<file path="config.mk">
export PLATFORM = sky130hd
export DESIGN_NAME = lsb_stego_extractor_core
export DESIGN_NICKNAME = d
export VERILOG_FILES = /design/src/rtl/core/lsbse_pkg.sv /design/src/rtl/core/lsb_stego_extractor_core.sv
export SDC_FILE = /design/constraint.sdc
export NUM_CORES = 1
export LEC_CHECK = 0
export ABC_AREA = 1
export BUFFER_PORTS_ARGS = -buffer_cell sky130_fd_sc_hd__buf_2
export CAP_MARGIN = 30
export CORE_UTILIZATION = 59
export DETAILED_ROUTE_END_ITERATION = 10
export PLACE_DENSITY = 0.78
export SYNTH_ARGS = -nofsm -noshare
export SYNTH_HDL_FRONTEND = slang
export SYNTH_SLANG_ARGS = --single-unit
</file>
<file path="constraint.sdc">
create_clock -name aclk -period 4.7 [get_ports aclk]
set_clock_uncertainty 0.1 [all_clocks]
set_input_delay 0.705 -clock aclk [delete_from_list [all_inputs] [get_ports aclk]]
set_output_delay 0.705 -clock aclk [all_outputs]
set_load 0.02 [all_outputs]
</file>
<file path="src/rtl/core/lsbse_pkg.sv">
// Shared types and constants for the LSB steganography extractor core.
// No dependencies.
package lsbse_pkg;

    localparam int FIELD_BITS_DEF = 32;
    localparam int MAGIC_BITS     = 48;
    localparam int CFG_BITS       = 32;
    localparam int CHAR_BITS      = 8;
    localparam int HDR_CNT_BITS   = 6;

    // "secret", first character in the low byte
    localparam logic [MAGIC_BITS-1:0] MAGIC_WORD = 48'h7465_7263_6573;

    typedef enum logic [2:0] {
        PH_MAGIC   = 3'd0,
        PH_METHOD  = 3'd1,
        PH_LENGTH  = 3'd2,
        PH_PAYLOAD = 3'd3,
        PH_DONE    = 3'd4
    } phase_t;

    typedef enum logic [2:0] {
        KIND_CHAR      = 3'd0,
        KIND_NOMARK    = 3'd1,
        KIND_BADMETHOD = 3'd2,
        KIND_BADLEN    = 3'd3,
        KIND_EMPTY     = 3'd4
    } kind_t;

endpackage

</file>
<file path="src/rtl/core/lsb_stego_extractor_core.sv">
// LSB steganography extractor: parses mark, method, length and payload from pixel LSBs.
// Depends on lsbse_pkg.
// A result goes to the m_* register as its pixel is accepted, or to the skid while m_* is held.
// Throughput: one pixel per cycle while the skid is empty; a two-deep output stage (register
// plus skid) lets pixels keep flowing while one result waits on m_tready.
// Reset (aresetn low, synchronous): parse returns to the mark phase, output stage empties,
// accepted_method clears to zero.
module lsb_stego_extractor_core #(
    parameter int FIELD_BITS = lsbse_pkg::FIELD_BITS_DEF
) (
    input  logic                           aclk,
    input  logic                           aresetn,
    input  logic                           cfg_wr_en,
    input  logic [lsbse_pkg::CFG_BITS-1:0] cfg_wr_data,   // accepted_method
    input  logic                           s_tvalid,
    output logic                           s_tready,
    input  logic [15:0]                    s_tdata,       // [7:0] red_value, [15:8] green_value
    input  logic                           s_tuser,       // start_of_image
    output logic                           m_tvalid,
    input  logic                           m_tready,
    output logic [7:0]                     m_tdata,       // [7:0] char_value
    output logic [2:0]                     m_tuser,       // [2:0] kind
    output logic                           m_tlast        // last
);
    import lsbse_pkg::*;

    logic [CFG_BITS-1:0]     method_reg;
    phase_t                  phase_reg, phase_next;
    logic [HDR_CNT_BITS-1:0] hdr_cnt_reg, hdr_cnt_next;
    logic [MAGIC_BITS-1:0]   magic_reg, magic_next;
    logic [FIELD_BITS-1:0]   word_reg, word_next;
    logic [FIELD_BITS-1:0]   len_reg, len_next;
    logic [FIELD_BITS-1:0]   pay_cnt_reg, pay_cnt_next;
    logic [CHAR_BITS-1:0]    char_reg, char_next;

    logic                    out_valid_reg, skid_valid_reg;
    kind_t                   out_kind_reg, skid_kind_reg;
    logic [CHAR_BITS-1:0]    out_char_reg, skid_char_reg;
    logic                    out_last_reg, skid_last_reg;

    logic                    s_acc;
    logic                    rbit, gbit;
    phase_t                  phase_cur;
    logic [HDR_CNT_BITS-1:0] hdr_cnt_cur;
    logic                    res_valid;
    kind_t                   res_kind;
    logic [CHAR_BITS-1:0]    res_char;
    logic                    res_last;
    logic                    pop;

    assign s_tready = ~skid_valid_reg;
    assign s_acc    = s_tvalid & s_tready;
    assign rbit     = s_tdata[0];
    assign gbit     = s_tdata[8];

    assign m_tvalid = out_valid_reg;
    assign m_tdata  = out_char_reg;
    assign m_tuser  = out_kind_reg;
    assign m_tlast  = out_last_reg;

    always_comb begin
        // start of image restarts the parse on this very pixel
        phase_cur   = s_tuser ? PH_MAGIC : phase_reg;
        hdr_cnt_cur = s_tuser ? '0 : hdr_cnt_reg;

        phase_next   = phase_reg;
        hdr_cnt_next = hdr_cnt_reg;
        magic_next   = magic_reg;
        word_next    = word_reg;
        len_next     = len_reg;
        pay_cnt_next = pay_cnt_reg;
        char_next    = char_reg;
        res_valid    = 1'b0;
        res_kind     = KIND_CHAR;
        res_char     = '0;
        res_last     = 1'b0;

        if (s_acc) begin
            phase_next   = phase_cur;
            hdr_cnt_next = hdr_cnt_cur;
            case (phase_cur)
                PH_MAGIC: begin
                    // shift in at the top: first bit ends up in bit 0
                    magic_next = {rbit, magic_reg[MAGIC_BITS-1:1]};
                    if (hdr_cnt_cur == HDR_CNT_BITS'(MAGIC_BITS - 1)) begin
                        hdr_cnt_next = '0;
                        if (magic_next != MAGIC_WORD) begin
                            phase_next = PH_DONE;
                            res_valid  = 1'b1;
                            res_kind   = KIND_NOMARK;
                            res_last   = 1'b1;
                        end else begin
                            phase_next = PH_METHOD;
                        end
                    end else begin
                        hdr_cnt_next = hdr_cnt_cur + 1'b1;
                    end
                end
                PH_METHOD: begin
                    word_next = {rbit, word_reg[FIELD_BITS-1:1]};
                    if (hdr_cnt_cur == HDR_CNT_BITS'(FIELD_BITS - 1)) begin
                        hdr_cnt_next = '0;
                        phase_next   = PH_LENGTH;
                    end else begin
                        hdr_cnt_next = hdr_cnt_cur + 1'b1;
                    end
                end
                PH_LENGTH: begin
                    len_next = {rbit, len_reg[FIELD_BITS-1:1]};
                    if (hdr_cnt_cur == HDR_CNT_BITS'(FIELD_BITS - 1)) begin
                        hdr_cnt_next = '0;
                        phase_next   = PH_DONE;
                        if (CFG_BITS'(word_reg) != method_reg) begin
                            res_valid = 1'b1;
                            res_kind  = KIND_BADMETHOD;
                            res_last  = 1'b1;
                        end else if (len_next == '0) begin
                            res_valid = 1'b1;
                            res_kind  = KIND_EMPTY;
                            res_last  = 1'b1;
                        end else if (len_next[2:0] != 3'd0) begin
                            res_valid = 1'b1;
                            res_kind  = KIND_BADLEN;
                            res_last  = 1'b1;
                        end else begin
                            phase_next   = PH_PAYLOAD;
                            pay_cnt_next = '0;
                        end
                    end else begin
                        hdr_cnt_next = hdr_cnt_cur + 1'b1;
                    end
                end
                PH_PAYLOAD: begin
                    char_next    = {gbit, char_reg[CHAR_BITS-1:1]};
                    pay_cnt_next = pay_cnt_reg + 1'b1;
                    if (pay_cnt_reg[2:0] == 3'd7) begin
                        res_valid = 1'b1;
                        res_kind  = KIND_CHAR;
                        res_char  = char_next;
                        res_last  = (pay_cnt_next == len_reg);
                        if (res_last) begin
                            phase_next = PH_DONE;
                        end
                    end
                end
                default: begin
                    // done: ignore pixels until the next start of image
                end
            endcase
        end
    end

    assign pop = out_valid_reg & m_tready;

    always_ff @(posedge aclk) begin
        if (!aresetn) begin
            method_reg     <= '0;
            phase_reg      <= PH_MAGIC;
            hdr_cnt_reg    <= '0;
            out_valid_reg  <= 1'b0;
            skid_valid_reg <= 1'b0;
        end else begin
            if (cfg_wr_en) begin
                method_reg <= cfg_wr_data;
            end
            phase_reg   <= phase_next;
            hdr_cnt_reg <= hdr_cnt_next;

            if (!out_valid_reg || pop) begin
                if (skid_valid_reg) begin
                    // no request was taken this cycle, so the skid simply drains
                    out_valid_reg  <= 1'b1;
                    skid_valid_reg <= 1'b0;
                end else begin
                    out_valid_reg <= res_valid;
                end
            end else if (res_valid) begin
                skid_valid_reg <= 1'b1;
            end
        end
    end

    always_ff @(posedge aclk) begin
        magic_reg   <= magic_next;
        word_reg    <= word_next;
        len_reg     <= len_next;
        pay_cnt_reg <= pay_cnt_next;
        char_reg    <= char_next;

        if (!out_valid_reg || pop) begin
            if (skid_valid_reg) begin
                out_kind_reg <= skid_kind_reg;
                out_char_reg <= skid_char_reg;
                out_last_reg <= skid_last_reg;
            end else begin
                out_kind_reg <= res_kind;
                out_char_reg <= res_char;
                out_last_reg <= res_last;
            end
        end else if (res_valid) begin
            skid_kind_reg <= res_kind;
            skid_char_reg <= res_char;
            skid_last_reg <= res_last;
        end
    end

endmodule

</file>
==> impl_metrics.yaml <==
global_routing:
  grt_pass1_wl_um: 35100
  grt_use_total_pct: 24.7
  antenna_found_initial: 0
  gr-total-overflow: 0
  grt_pass1_vias: 7184
  grt_max_degree: 38
synth:
  seq_area_frac_synth_pct: 59.5
  async_flop_share_pct: 0
  ys_ff_latch: 217
  synth_ff_type: "edfxtp_1"
  yosys.cell_types.count: 44
  synth_cells: 1091
  syn_area_um2: 10200
  synth.top_cell.area_share_pct: 51.0
  ys_warn_count: 0
  syn_avg_cell_area_um2: 9.38
  synth_fp_nets: 1148
  synth_area_leader_cell: "edfxtp_1"
  synth_edf_count: 174
  synthTopCellsByArea: "edfxtp_1, nand2_1, dfxtp_1"
sta:
  tightest_slew_ns: 0.925
  min_period_over_period_pct: 63.7
  slew_headroom_pct: 38.2
  max_freq_mhz: 334
  setup_tns_ns: 0
  drv_slew: 0
  finalHoldViolCount: 0
  rsz0062_at_grt: "false"
  finalSetupViolations: 0
  fin_ws_ns: 1.70
  hold_ws_ns: 0.296
  fin_crit_ns: 3.00
min_path:
  min_path_type: "in -> reg"
floorplanning:
  ioPinCount: 68
  fp.dieW_um: 134
  die_y_um: 134
  die-area_um2: 17900
  rows: 47
  core_um2: 16800
  initial_core_util_pct: 61.1
place:
  place_ws_ns: 1.32
  postPlaceCellArea_um2: 10800
  dp_hpwl_um: 14800
  globalplace.congestion: 0.919
  portBuffers: 53
  dp_cells: 1353
finish:
  largest_reg_flops: 47
  fin_cells: 1395
  n_antenna_cell: 0
  fin_area_um2: 11500
  nets: 1215
  syn_to_final_growth_pct: 12.7
  seq_area_um2: 6090
  fill_cells: 1276
  drive_gt1_share_pct: 12.2
  multi_input_area_um2: 3640
cts:
  cts_buffers: 23
  cts_max_level: 1
  cts_hold_buf: 0
  cts.sinks: 217
  clk_path_buf_depth: 3
  tritoncts: "done"
  postCtsResizedCells: 0
  clk_latency_ns: 0.50
  cts_setup_buffers: 0
  cts-root-buf: "clkbuf_16"
  clk_pin_slew_ns: 0.06
pwr:
  power.density_nw_per_um2: 360
  p_leak_uw: 0.00492
  peakVddDrop_uv: 375
status:
  status: "finished clean"
critical_path:
  rr_endpoint: "skid_char_reg[5]"
  crit_end: "skid_char_reg[5]"
  cp.depth: 9
  start_kind: "register"
  critPathTopFamily: "simple AND/OR/NAND/NOR gates"
  critPathLaunch: "len_reg[9]"
  crit_buf_inv: 1
  r2r-start: "len_reg[9]"
  max_stage_delay_ns: 0.50
  cp.arrival_ns: 3.11
  critPathKind: "reg -> reg"
  crit_chain: "nor4_1 > nand4_1 > or2_2 > nand3_1 > nand2_1 > nand3_1 > nand2_1 > nor2_1 > buf_4"
  cp_data_required_time_ns: 4.81
  slowest_stage: "nor4_1"
  reg2reg_depth: 9
  rrSetupSlack_ns: 1.70
  critPathCaptureType: "register"
  worstPathMaxFanout: 7
drt:
  detail-route-antenna-nets: 0
  first_pass_iters: 6
  routed_wl_um: 21400
  via_count: 7608
  route.detailed.drc: 0
  via_per_inst: 5.45
  drt_iter0_drc: 594
  post_drt_wl_per_cell_um: 15.4
flow_run:
  cap_violations: 0
## logic make-up (layout without fill, tap and decap cells)
group,count (synthesis),count (layout),synth area share [%]
AO/OA/AOI/OAI,93,93,4.78
XOR/XNOR,34,34,3.41
adder cells (fa/ha/maj),3,3,0.367
buffers and inverters,138,222,5.19
flip-flops,217,217,59.5
AND/OR/NAND/NOR,606,606,26.8
## power by group
| group | total, uW | internal [uW] | leakage (uW) | switching [uW] |
|---|---|---|---|---|
| clock | 1800 | 1070 | 0.000383 | 731 |
| combinational | 170 | 60.2 | 0.00260 | 110 |
| sequential | 2180 | 2140 | 0.00193 | 44.6 |
## metrics by stage
stage | power [uW] | utilization [%]
after floorplan | 2330 | -
after global placement | 2380 | 64.2
after detailed placement | 2390 | 64.2
after CTS | 4180 | 68.8
after global routing | 4280 | 68.8
final | 4150 | 68.8
## synthesized netlist by cell type, types with 4 or more instances
library cell  count
edfxtp_1        174
nand2_1         233
and2_1            4
nand2_2          11
a21oi_1          28
o211ai_1          4
or2_2             9
o21ai_0          53
nor2_4            7
nor3_1            5
nor2_1          204
nand4_1          21
xor2_1           24
nor4_1           22
xnor2_1           6
clkbuf_1         15
nand3_1          60
inv_1           119
nand3b_1         13
dfxtp_1          43
## per-layer routing
metal	GRT usage, %	vias up	share of wire, %
li1	-	3778	-
met3	3.27	43	4.5
met4	7.45	0	2.5
met5	0	-	0
met2	40.3	231	48
met1	34.7	3556	45
## worst min path at each step
stage | from | end | slack [ns] | cells after the start
5_1_grt | s_tdata[8] | char_reg[7] | 0.28 | 1
2_1_floorplan | char_reg[2] | char_reg[1] | 0.33 | 0
3_5_place_dp | magic_reg[33] | magic_reg[32] | 0.33 | 0
3_3_place_gp | char_reg[2] | char_reg[1] | 0.33 | 0
4_1_cts | s_tdata[8] | char_reg[7] | 0.28 | 1
6_report | s_tdata[8] | char_reg[7] | 0.30 | 1
## placed cells by master (no fill, tap or decap), types with 8 or more instances in the layout
cell and count:
nor2_4 8, inv_1 119, xor2_1 24, a21oi_1 27
nand4_1 21, nand2_2 11, nor2_1 201, buf_2 53
nand2_1 233, or2_2 9, nor4_1 22, dfxtp_1 43
o21ai_0 53, nand3b_1 13, edfxtp_1 174, clkbuf_16 24
nand3_1 60
## layout make-up
class                      count  area share (%)
timing repair buffer          59            2.69
clock buffer                  32            5.90
tap                          220            2.39
multi-input combinational    736            31.6
sequential                   217            52.8
clock inverter                10           0.759
inverter                     121            3.94
Power figures use the tool's default switching activity.
